==> src/hdl/pfru_pkg.sv <==
// Shared types and constants for the page frame replacement unit.
// No dependencies; imported by the core and its checker.
`default_nettype none

package pfru_pkg;

  // Configuration port
  localparam int CFG_IDX_W  = 2;
  localparam int CFG_DATA_W = 4;

  localparam logic [CFG_IDX_W-1:0] REG_FRAME_COUNT = 2'd0;
  localparam logic [CFG_IDX_W-1:0] REG_POLICY      = 2'd1;

  // Field widths fixed by the interface
  localparam int COUNT_W = 4;
  localparam int FAULT_W = 32;

  localparam logic [COUNT_W-1:0] FRAME_COUNT_RESET = 4'd8;

  typedef enum logic {
    POLICY_FIFO = 1'b0,
    POLICY_LRU  = 1'b1
  } policy_t;

endpackage

`default_nettype wire

==> src/hdl/page_frame_replacement_unit_core.sv <==
// Page frame replacement unit: fully associative frame lookup with FIFO or LRU victim choice.
// Depends on pfru_pkg.
//
// Usage: one page reference is taken per cycle unless a stalled result holds the input
// register (in_stall). In the input register all frames are compared in parallel and the
// victim is chosen; the result is loaded into the output register when the input stage
// advances, and a new item can enter as the last one moves on. The rate is set by the
// lookup and age update in the input stage, which sees the state left by the
// item just before it. Load and use order are kept as two pairwise age matrices (bit
// [i][j] set when frame i is older than frame j) rather than step stamps, so the victim is
// the active frame older than every other active frame. Configuration writes are taken at
// any time (cfg_ready is always high) but are meant to happen only while the unit is idle.
// Reset clears the valid bits and the fault count at once; no clearing pass is needed.
`default_nettype none

module page_frame_replacement_unit_core
  import pfru_pkg::*;
#(
  parameter int FRAMES    = 8,
  parameter int PAGE_BITS = 16
) (
  input  wire logic                  clk,
  input  wire logic                  rst_n,
  // input channel
  input  wire logic                  in_valid,
  output      logic                  in_stall,
  input  wire logic [PAGE_BITS-1:0]  in_page,
  // result channel
  output      logic                  out_valid,
  input  wire logic                  out_stall,
  output      logic                  out_hit,
  output      logic [$clog2((FRAMES > 1) ? FRAMES : 2)-1:0] out_frame,
  output      logic                  out_evicted_valid,
  output      logic [PAGE_BITS-1:0]  out_evicted_page,
  output      logic [FAULT_W-1:0]    out_fault_count,
  // configuration channel
  input  wire logic                  cfg_valid,
  output      logic                  cfg_ready,
  input  wire logic [CFG_IDX_W-1:0]  cfg_index,
  input  wire logic [CFG_DATA_W-1:0] cfg_wdata
);

  localparam int IDX_W = $clog2((FRAMES > 1) ? FRAMES : 2);
  localparam int CNT_W = $clog2(FRAMES + 1);
  localparam int CMP_W = (CNT_W > COUNT_W) ? CNT_W : COUNT_W;

  // configuration registers
  logic [COUNT_W-1:0] frame_count_r;
  policy_t            policy_r;

  // input stage
  logic                 s1_valid_r;
  logic [PAGE_BITS-1:0] s1_page_r;

  // frame state
  logic [FRAMES-1:0]    valid_r;
  logic [PAGE_BITS-1:0] page_r     [FRAMES];
  logic [FRAMES-1:0]    load_old_r [FRAMES];
  logic [FRAMES-1:0]    use_old_r  [FRAMES];
  logic [FAULT_W-1:0]   faults_r;
  logic [FAULT_W-1:0]   faults_nxt;

  // output register
  logic                 out_valid_r;
  logic                 out_hit_r;
  logic [IDX_W-1:0]     out_frame_r;
  logic                 out_evicted_valid_r;
  logic [PAGE_BITS-1:0] out_evicted_page_r;
  logic [FAULT_W-1:0]   out_fault_count_r;

  // lookup results
  logic              advance;
  logic              step;
  logic [FRAMES-1:0] active;
  logic [FRAMES-1:0] oldest;
  logic              hit;
  logic [IDX_W-1:0]  match_idx;
  logic              empty_found;
  logic [IDX_W-1:0]  empty_idx;
  logic [IDX_W-1:0]  victim_idx;
  logic              evict;
  logic [IDX_W-1:0]  tgt_idx;
  logic [PAGE_BITS-1:0] evicted_page;

  // configuration writes
  assign cfg_ready = 1'b1;

  always_ff @(posedge clk) begin
    if (!rst_n) begin
      frame_count_r <= FRAME_COUNT_RESET;
      policy_r      <= POLICY_FIFO;
    end else if (cfg_valid && cfg_ready) begin
      case (cfg_index)
        REG_FRAME_COUNT: frame_count_r <= cfg_wdata[COUNT_W-1:0];
        REG_POLICY:      policy_r      <= policy_t'(cfg_wdata[0]);
        default:         ;
      endcase
    end
  end

  // handshake: the input stage moves on when the output register is free
  assign advance  = !out_valid_r || !out_stall;
  assign step     = s1_valid_r && advance;
  assign in_stall = s1_valid_r && !advance;

  // load the input register
  always_ff @(posedge clk) begin
    if (!rst_n) begin
      s1_valid_r <= 1'b0;
    end else if (in_valid && !in_stall) begin
      s1_valid_r <= 1'b1;
    end else if (advance) begin
      s1_valid_r <= 1'b0;
    end
  end

  always_ff @(posedge clk) begin
    if (in_valid && !in_stall) begin
      s1_page_r <= in_page;
    end
  end

  // active frames: a count of zero acts as one, a count above FRAMES as FRAMES
  always_comb begin
    for (int i = 0; i < FRAMES; i++) begin
      active[i] = (i == 0) || (CMP_W'(i) < CMP_W'(frame_count_r));
    end
  end

  // lowest matching frame and lowest empty frame
  always_comb begin
    hit         = 1'b0;
    match_idx   = '0;
    empty_found = 1'b0;
    empty_idx   = '0;
    for (int i = 0; i < FRAMES; i++) begin
      if (active[i] && valid_r[i] && !hit && (page_r[i] == s1_page_r)) begin
        hit       = 1'b1;
        match_idx = IDX_W'(i);
      end
      if (active[i] && !valid_r[i] && !empty_found) begin
        empty_found = 1'b1;
        empty_idx   = IDX_W'(i);
      end
    end
  end

  // flag the active frame that is older than every other active frame
  always_comb begin
    for (int i = 0; i < FRAMES; i++) begin
      oldest[i] = active[i];
      for (int j = 0; j < FRAMES; j++) begin
        if ((j != i) && active[j]) begin
          if (policy_r == POLICY_LRU) begin
            if (!use_old_r[i][j]) oldest[i] = 1'b0;
          end else begin
            if (!load_old_r[i][j]) oldest[i] = 1'b0;
          end
        end
      end
    end
  end

  // pick the lowest flagged frame as victim
  always_comb begin
    victim_idx = '0;
    for (int i = FRAMES - 1; i >= 0; i--) begin
      if (oldest[i]) victim_idx = IDX_W'(i);
    end
  end

  assign evict        = !hit && !empty_found;
  assign tgt_idx      = hit ? match_idx : (empty_found ? empty_idx : victim_idx);
  assign evicted_page = evict ? page_r[victim_idx] : '0;
  assign faults_nxt   = hit ? faults_r : faults_r + FAULT_W'(1);

  // update valid bits and fault count
  always_ff @(posedge clk) begin
    if (!rst_n) begin
      valid_r  <= '0;
      faults_r <= '0;
    end else if (step) begin
      faults_r <= faults_nxt;
      if (!hit) valid_r[tgt_idx] <= 1'b1;
    end
  end

  // update pages and age order: the target becomes the most recently used frame, and on a miss also the newest loaded
  always_ff @(posedge clk) begin
    if (step) begin
      if (!hit) page_r[tgt_idx] <= s1_page_r;
      for (int i = 0; i < FRAMES; i++) begin
        for (int j = 0; j < FRAMES; j++) begin
          if ((IDX_W'(i) == tgt_idx) && (IDX_W'(j) != tgt_idx)) begin
            use_old_r[i][j] <= 1'b0;
            if (!hit) load_old_r[i][j] <= 1'b0;
          end else if ((IDX_W'(j) == tgt_idx) && (IDX_W'(i) != tgt_idx)) begin
            use_old_r[i][j] <= 1'b1;
            if (!hit) load_old_r[i][j] <= 1'b1;
          end
        end
      end
    end
  end

  // output register: hold while stalled, drop once taken
  always_ff @(posedge clk) begin
    if (!rst_n) begin
      out_valid_r <= 1'b0;
    end else if (step) begin
      out_valid_r <= 1'b1;
    end else if (!out_stall) begin
      out_valid_r <= 1'b0;
    end
  end

  always_ff @(posedge clk) begin
    if (step) begin
      out_hit_r           <= hit;
      out_frame_r         <= tgt_idx;
      out_evicted_valid_r <= evict;
      out_evicted_page_r  <= evicted_page;
      out_fault_count_r   <= faults_nxt;
    end
  end

  assign out_valid         = out_valid_r;
  assign out_hit           = out_hit_r;
  assign out_frame         = out_frame_r;
  assign out_evicted_valid = out_evicted_valid_r;
  assign out_evicted_page  = out_evicted_page_r;
  assign out_fault_count   = out_fault_count_r;

endmodule

`default_nettype wire

==> config.mk <==
export PLATFORM = sky130hd
export DESIGN_NAME = page_frame_replacement_unit_core
export DESIGN_NICKNAME = d
export VERILOG_FILES = /design/src/hdl/pfru_pkg.sv /design/src/hdl/page_frame_replacement_unit_core.sv
export SDC_FILE = /design/constraint.sdc
export NUM_CORES = 1
export LEC_CHECK = 0
export BUFFER_PORTS_ARGS = -buffer_cell sky130_fd_sc_hd__buf_2
export CORE_MARGIN = 5
export CORE_UTILIZATION = 25
export DETAILED_ROUTE_END_ITERATION = 10
export GPL_TIMING_DRIVEN = 0
export SLEW_MARGIN = 5
export SYNTH_ARGS = -nofsm -noshare
export SYNTH_HDL_FRONTEND = slang
export SYNTH_SLANG_ARGS = --single-unit
==> constraint.sdc <==
create_clock -name clk -period 5.47 [get_ports clk]
set_clock_uncertainty 0.15 [all_clocks]
set_input_delay 1.094 -clock clk [delete_from_list [all_inputs] [get_ports clk]]
set_output_delay 1.094 -clock clk [all_outputs]
set_load 0.02 [all_outputs]
; After elaboration in Yosys (flattened, before gate mapping)
; Memory sizes are Yosys's and may differ from the RTL's. A register that Yosys moved wholly into a read port is not among the register bits.
; Cells that the tools add are included.
[word_totals]
ff_bits = 100
ram_bits = 256
in_bits = 27
elab_cells = 1401
n_memories = 3
[op_classes]
n_addsub = 1
n_lt_le_gt_ge = 9
n_eq_ne = 24
muxes = 1099
n_bitwise = 114
reduce_logical = 140
[memory_table]
columns = name, depth, word_bits, rd, rd_ports_with_merged_regs, wr, line_no
row1 = page_r, 8, 16, 9, 1, 1, page_frame_replacement_unit_core.sv:57  ; logic [PAGE_BITS-1:0] page_r [FRAMES];
row2 = load_old_r, 8, 8, 8, 0, 8, page_frame_replacement_unit_core.sv:58  ; logic [FRAMES-1:0] load_old_r [FRAMES];
row3 = use_old_r, 8, 8, 8, 0, 8, page_frame_replacement_unit_core.sv:59  ; logic [FRAMES-1:0] use_old_r [FRAMES];
[op_table]
columns = operator, count
row1 = $mux 1, 1075
row2 = $eq 16x16->1, 8
row3 = $or 1x1->1, 112
row4 = $logic_and 1x1->1, 105
row5 = $mux 3, 18
row6 = $add 32x1->32 const B, 1
row7 = $mux 32, 1
row8 = $logic_not 1->1, 27
row9 = $lt 3x4->1 const A, 4
row10 = $eq 3x3->1 const A, 4
row11 = $ne 3x3->1 const A, 4
row12 = $lt 2x4->1 const A, 2
row13 = $mux 2, 4
row14 = $or 8x8->8, 1
row15 = $eq 2x3->1 const A, 2
row16 = $ne 2x3->1 const A, 2
row17 = $reduce_and 2->1, 3
row18 = $lt 1x4->1 const A, 1
row19 = $lt 3x4->1 const B, 1
row20 = $demux 1 s3, 1
row21 = $eq 1x3->1 const A, 1
row22 = $ge 3x1->1 const B, 1
row23 = $logic_not 3->1, 1
row24 = $ne 1x3->1 const A, 1
row25 = 7 further kinds, 7

; Depth between registers and ports, before layout
; An unclocked memory read counts as a cell.
[logic_depth]
depth_word = 40
ltp_mapped = 15

; Least setup slack after synthesis
; OpenSTA, ideal clock, no wires.
[synth_path]
path_type = reg-to-reg
from = register s1_page_r[8]
to = memory page_r[7][0] (enable)
arrival_ns = 3.840
t_required_ns = 4.911
path_slack_ns = 1.071
stages_incl_launch_ff = 13
path_buffers = 4
period_less_slack_ns = 4.399
path_cell_list = edfxtp_1 > buf_2 > xor2_1 > nor4b_1 > nand3_1 > or4_1 > nand3_1 > o21bai_1 > a211o_1 > buf_2 > buf_2 > buf_1 > nor3_1
[synth_between]
elab_chain_len = 34
[synth_rtl]
columns = item, line_no
row1 = start: declaration, page_frame_replacement_unit_core.sv:53  ; logic [PAGE_BITS-1:0] s1_page_r;
row2 = start signal: assignment, page_frame_replacement_unit_core.sv:119  ; s1_page_r <= in_page;
row3 = $eq 16x16->1, page_frame_replacement_unit_core.sv:137  ; if (active[i] && valid_r[i] && !hit && (page_r[i] == s1_page_r)) begin
row4 = $logic_and 1x1->1, page_frame_replacement_unit_core.sv:137
row5 = $mux 1, page_frame_replacement_unit_core.sv:137
row6 = $logic_not 1->1, page_frame_replacement_unit_core.sv:137
row7 = $logic_and 1x1->1 (2 in a row), page_frame_replacement_unit_core.sv:137
row8 = $mux 1, page_frame_replacement_unit_core.sv:137
row9 = $logic_not 1->1, page_frame_replacement_unit_core.sv:137
row10 = $logic_and 1x1->1 (2 in a row), page_frame_replacement_unit_core.sv:137
row11 = [14 not listed], --
row12 = $logic_and 1x1->1 (2 in a row), page_frame_replacement_unit_core.sv:137
row13 = $mux 1, page_frame_replacement_unit_core.sv:137
row14 = $logic_not 1->1, page_frame_replacement_unit_core.sv:137
row15 = $logic_and 1x1->1 (2 in a row), page_frame_replacement_unit_core.sv:137
row16 = $mux 1, page_frame_replacement_unit_core.sv:137
row17 = $mux 1, page_frame_replacement_unit_core.sv:191  ; if (!hit) page_r[tgt_idx] <= s1_page_r;
row18 = $mux 1, page_frame_replacement_unit_core.sv:190  ; if (step) begin
row19 = $mux 1 (implied by the code), page_frame_replacement_unit_core.sv:191
row20 = end: declaration, page_frame_replacement_unit_core.sv:57
; Several ways; a longest one is shown, not always the timed one.

; Worst setup path after layout
[layout_path]
from = register policy_r
to = register out_evicted_page_r[9] (netlist: out_evicted_page[9]) (read register of page_r), data pin
[layout_between]
elab_chain_len = 27
[layout_rtl]
columns = item, line_no
row1 = start: declaration, page_frame_replacement_unit_core.sv:49  ; policy_t policy_r;
row2 = start signal: assignment, page_frame_replacement_unit_core.sv:95  ; REG_POLICY: policy_r <= policy_t'(cfg_wdata[0]);
row3 = $mux 1, page_frame_replacement_unit_core.sv:154  ; if (policy_r == POLICY_LRU) begin
row4 = "$mux 1, on equally long branches", "page_frame_replacement_unit_core.sv:157, page_frame_replacement_unit_core.sv:155"
row5 = $mux 1, page_frame_replacement_unit_core.sv:154
row6 = $mux 1, page_frame_replacement_unit_core.sv:153  ; if ((j != i) && active[j]) begin
row7 = "$mux 1, on equally long branches", "page_frame_replacement_unit_core.sv:157, page_frame_replacement_unit_core.sv:155"
row8 = $mux 1, page_frame_replacement_unit_core.sv:154
row9 = $mux 1, page_frame_replacement_unit_core.sv:153
row10 = "$mux 1, on equally long branches", "page_frame_replacement_unit_core.sv:157, page_frame_replacement_unit_core.sv:155"
row11 = [5 not listed], --
row12 = "$mux 1, on equally long branches", "page_frame_replacement_unit_core.sv:157, page_frame_replacement_unit_core.sv:155"
row13 = $mux 1, page_frame_replacement_unit_core.sv:154
row14 = $mux 1, page_frame_replacement_unit_core.sv:153
row15 = "$mux 1, on equally long branches", "page_frame_replacement_unit_core.sv:157, page_frame_replacement_unit_core.sv:155"
row16 = $mux 1, page_frame_replacement_unit_core.sv:154
row17 = $mux 1, page_frame_replacement_unit_core.sv:153
row18 = $mux 3 (7 in a row), page_frame_replacement_unit_core.sv:168  ; if (oldest[i]) victim_idx = IDX_W'(i);
row19 = $mux 3 *, page_frame_replacement_unit_core.sv:168
row20 = end: declaration, page_frame_replacement_unit_core.sv:68  ; logic [PAGE_BITS-1:0] out_evicted_page_r;
; Mark *: on every way between the ends. The rest lies on a longest branch, timed or not.
; A chain may end at the register's enable or synchronous reset.

==> key figures <==
Layout
  • # fillers: 7077
  • Area delta synth->final: 18.5%
  • Most frequent cells in the layout: 307 x edfxtp_1, 134 x buf_2, 132 x nor3_1
  • Core Util, Final: 29.7%
  • Finished Layout Cells: 2600
  • Layout cells sized above 1: 18.0%
  • Most common cell after layout, fill and taps aside: edfxtp_1
  • Ant. Diodes: 0
  • Nets: 1660

Power
  • Pleak: 6.94 nW
  • Sw Ratio: 24.3%
  • Internal cell power: 4.76 mW
  • Clock power share: 44.0%
  • Sw power: 1.53 mW
  • Max IR drop VDD: 0.192 mV
  • Total Power: 6.29 mW
  • Seq pwr share: 48.2%
  • Power Dens Cells: 303 nW/um^2
  • Logic pwr share: 7.8%

Floorplan
  • Total core area: 69800 sq um
  • Site Rows: 97
  • Die area: 75500 sq um
  • Die Height: 275 um
  • Initial core utilization: 25.1%
  • Die W: 275 um
  • Io pins: 83

Clock tree
  • Clock transition at path regs: 0.06 ns
  • CTS tree: built
  • H-tree lvl count: 2
  • CTS buffer count: 39
  • Clock sinks: 356
  • CTS Hold Bufs: 0
  • Latest clock arrival within the worst-skew pair: 0.57 ns
  • Clock Tree Buf Depth: 3
  • CTS Root Cell: clkbuf_16

Run
  • Max cap viols: 0

Synth
  • Yosys warnings: 0
  • Yosys reg bits: 356
  • Ys async rst share: 0%
  • Cell Area, Synth: 17500 sq um
  • Post-synth top flop: edfxtp_1
  • Synth unique cells: 76
  • Post-synthesis sequential area ratio: 58.2%
  • Post-Syn Nets: 1522
  • Syn Area/Cell: 11.7 sq um
  • Post-synth EDFFs: 307
  • Syn Inst Count: 1494

Setup path
  • CP Launch Type: flip-flop
  • Critical path data arrival time: 5.45 ns
  • CP most frequent cell: clkbuf_1
  • CP max-delay cell: a2111oi_0
  • Critical Path RT: 5.64 ns
  • Critical Path Fanout Max: 10
  • Setup CP Type: reg2reg
  • Cells along the critical path: buf_2, inv_1, clkbuf_1, o2111ai_1, a2111oi_0, o311a_1, nand2b_1, clkbuf_1, buf_1, a211oi_1, a31o_2
  • Crit path largest cell delay: 0.98 ns
  • Critical Path Sink Type: flip-flop

Timing
  • Setup_tns: 0 ns
  • Hold Vio Cnt, Final: 0
  • Setup violators final: 0
  • Post-route worst setup slack: 0.191 ns
  • Slew HR: 29.4%
  • RSZ-0062 raised after global routing: false
  • Final Max Tran Viols: 0
  • FMAX: 0.189 GHz
  • Worst slew pin tran: 1.03 ns
  • Tmin final: 5.28 ns
  • Tcrit/Tclk final: 96.5%

Routing
  • WL/cell: 22.6 um
  • Final wirelength: 58700 um
  • Residual DRC count: 0
  • Initial DRT Pass Iterations: 5
  • First DRT Iteration DRCs: 1312
  • DR vias/cell: 5.00
  • ANT nets after route: 0
  • Via count: 13000

Placed design
  • Placed wire-length estimate: 44000 um
  • Pre-CTS setup slack: -0.0481 ns
  • GPL Wtd Cong: 0.946
  • Placed Cells: 2529
  • Number of port buffers: 81

GRT
  • Initial antenna violation count: 3
  • First-pass GRT wire length: 85400 um
  • Largest net degree at the start of global routing: 36
  • Vias in the first global route: 12700
  • Total track usage: 15.1%
  • Total congestion overflow: 0

Hold path
  • Worst hold path class: reg2reg

Run status
  • Run status: complete, no violations
==> worst max-delay path: cells and delay by family, from the launching register on <==
family | cells | cell delay (ns)
buf+inv | 5 | 2.22
compound gates | 5 | 2.14
flops | 1 | 0.29
simple gates | 1 | 0.19
==> final timing paths <==
path | cells after the start | slack [ns] | start | endpoint
worst min register to register | 2 | 0.32 | load_old_r[1][0] | load_old_r[1][0]
worst max register to register | 11 | 0.19 | policy_r | out_evicted_page[9]
worst min-delay path | 2 | 0.32 | load_old_r[1][0] | load_old_r[1][0]
worst max-delay path | 11 | 0.19 | policy_r | out_evicted_page[9]
==> Yosys cell counts (all sizes together) (3+ instances only) <==
cell type,instances,area (sq um)
edfxtp,307,9220
nor3,147,786
xor2,94,823
nand2,93,349
xnor2,87,762
buf,71,354
nor2,58,218
mux2i,57,571
dfxtp,49,981
or2,46,288
a211oi,40,305
nand3,40,200
clkbuf,34,128
nand4,34,213
nor4,33,206
nor2b,28,175
and2,26,163
a21oi,25,125
inv,20,77.6
o21ai,20,100
nand2b,18,113
a31o,16,140
o21a,14,105
o211ai,13,97.6
and3,12,75.1
or3,11,68.8
or4,10,75.1
a31oi,9,62.6
nor4b,7,76.3
a2111oi,6,60.1
a21boi,6,45.0
nor3b,6,45.0
o2111ai,6,52.6
o31ai,5,42.5
a311oi,4,35.0
and4,4,35.0
a211o,3,35.0
a2bb2oi,3,26.3
o22ai,3,18.8
==> power groups by stage <==
stage / logic (mW) / clock network (mW) / registers, mW
after floorplan: 0.265 / 0 / 3.10
after global placement: 0.468 / 0 / 3.09
after detailed placement: 0.482 / 0 / 3.09
after CTS: 0.484 / 2.81 / 3.03
after global routing: 0.515 / 2.91 / 3.04
final: 0.489 / 2.77 / 3.03
==> layout make-up <==
cell class                 instances  area, sq um  share of cell area, %
multi-input combinational       1013         6820                   32.9
inverter                          20         77.6                  0.374
clock inverter                    21          275                   1.33
timing repair buffer              97          657                   3.17
clock buffer                      48         1060                   5.11
sequential                       356        10200                   49.2
buffer                           105          483                   2.33
tap                              940         1180                   5.67
==> metrics by stage <==
stage	instance area, sq um	hold WS, ns
floorplan	17500	0.290
global placement	19100	0.304
detailed placement	19400	0.309
CTS	20700	0.318
global route	20700	0.351
finish	20700	0.324
==> sequential cells by signal, indices dropped and copies added, names as in the netlist, 4 cells and up <==
name              count
faults_r             32
frame_count_r         4
load_old_r           56
out_evicted_page     16
out_fault_count      32
page_r              128
s1_page_r            16
use_old_r            56
valid_r               8
==> cells by family after synthesis <==
family | Yosys count | synth area share [%]
AO/OA/AOI/OAI | 190 | 8.02
XOR/XNOR | 181 | 9.05
adder cells (fa/ha/maj) | 1 | 0.0714
buffers and inverters | 125 | 3.19
flip-flops | 356 | 58.2
multiplexers | 58 | 3.32
other | 1 | 0.0214
AND/OR/NAND/NOR | 582 | 18.1
==> timing repair <==
item	CTS	global route
endpoints found under the setup margin	1	47
buffers inserted	2	0
pin swaps	1	0
gates resized for setup	0	2
==> per-layer routing <==
layer  vias to the layer above  part of all wire, %  GRT usage [%]  wire length (um)
met5                         -                0.039              0                23
met4                         4                  2.8           4.05              1620
met3                       109                  8.1           2.94              4770
met2                       609                   48           25.5             28000
met1                      6461                   41           19.9             24300
li1                       5824                    -              -                 -
Note: power is estimated with default switching activity, not from simulation.
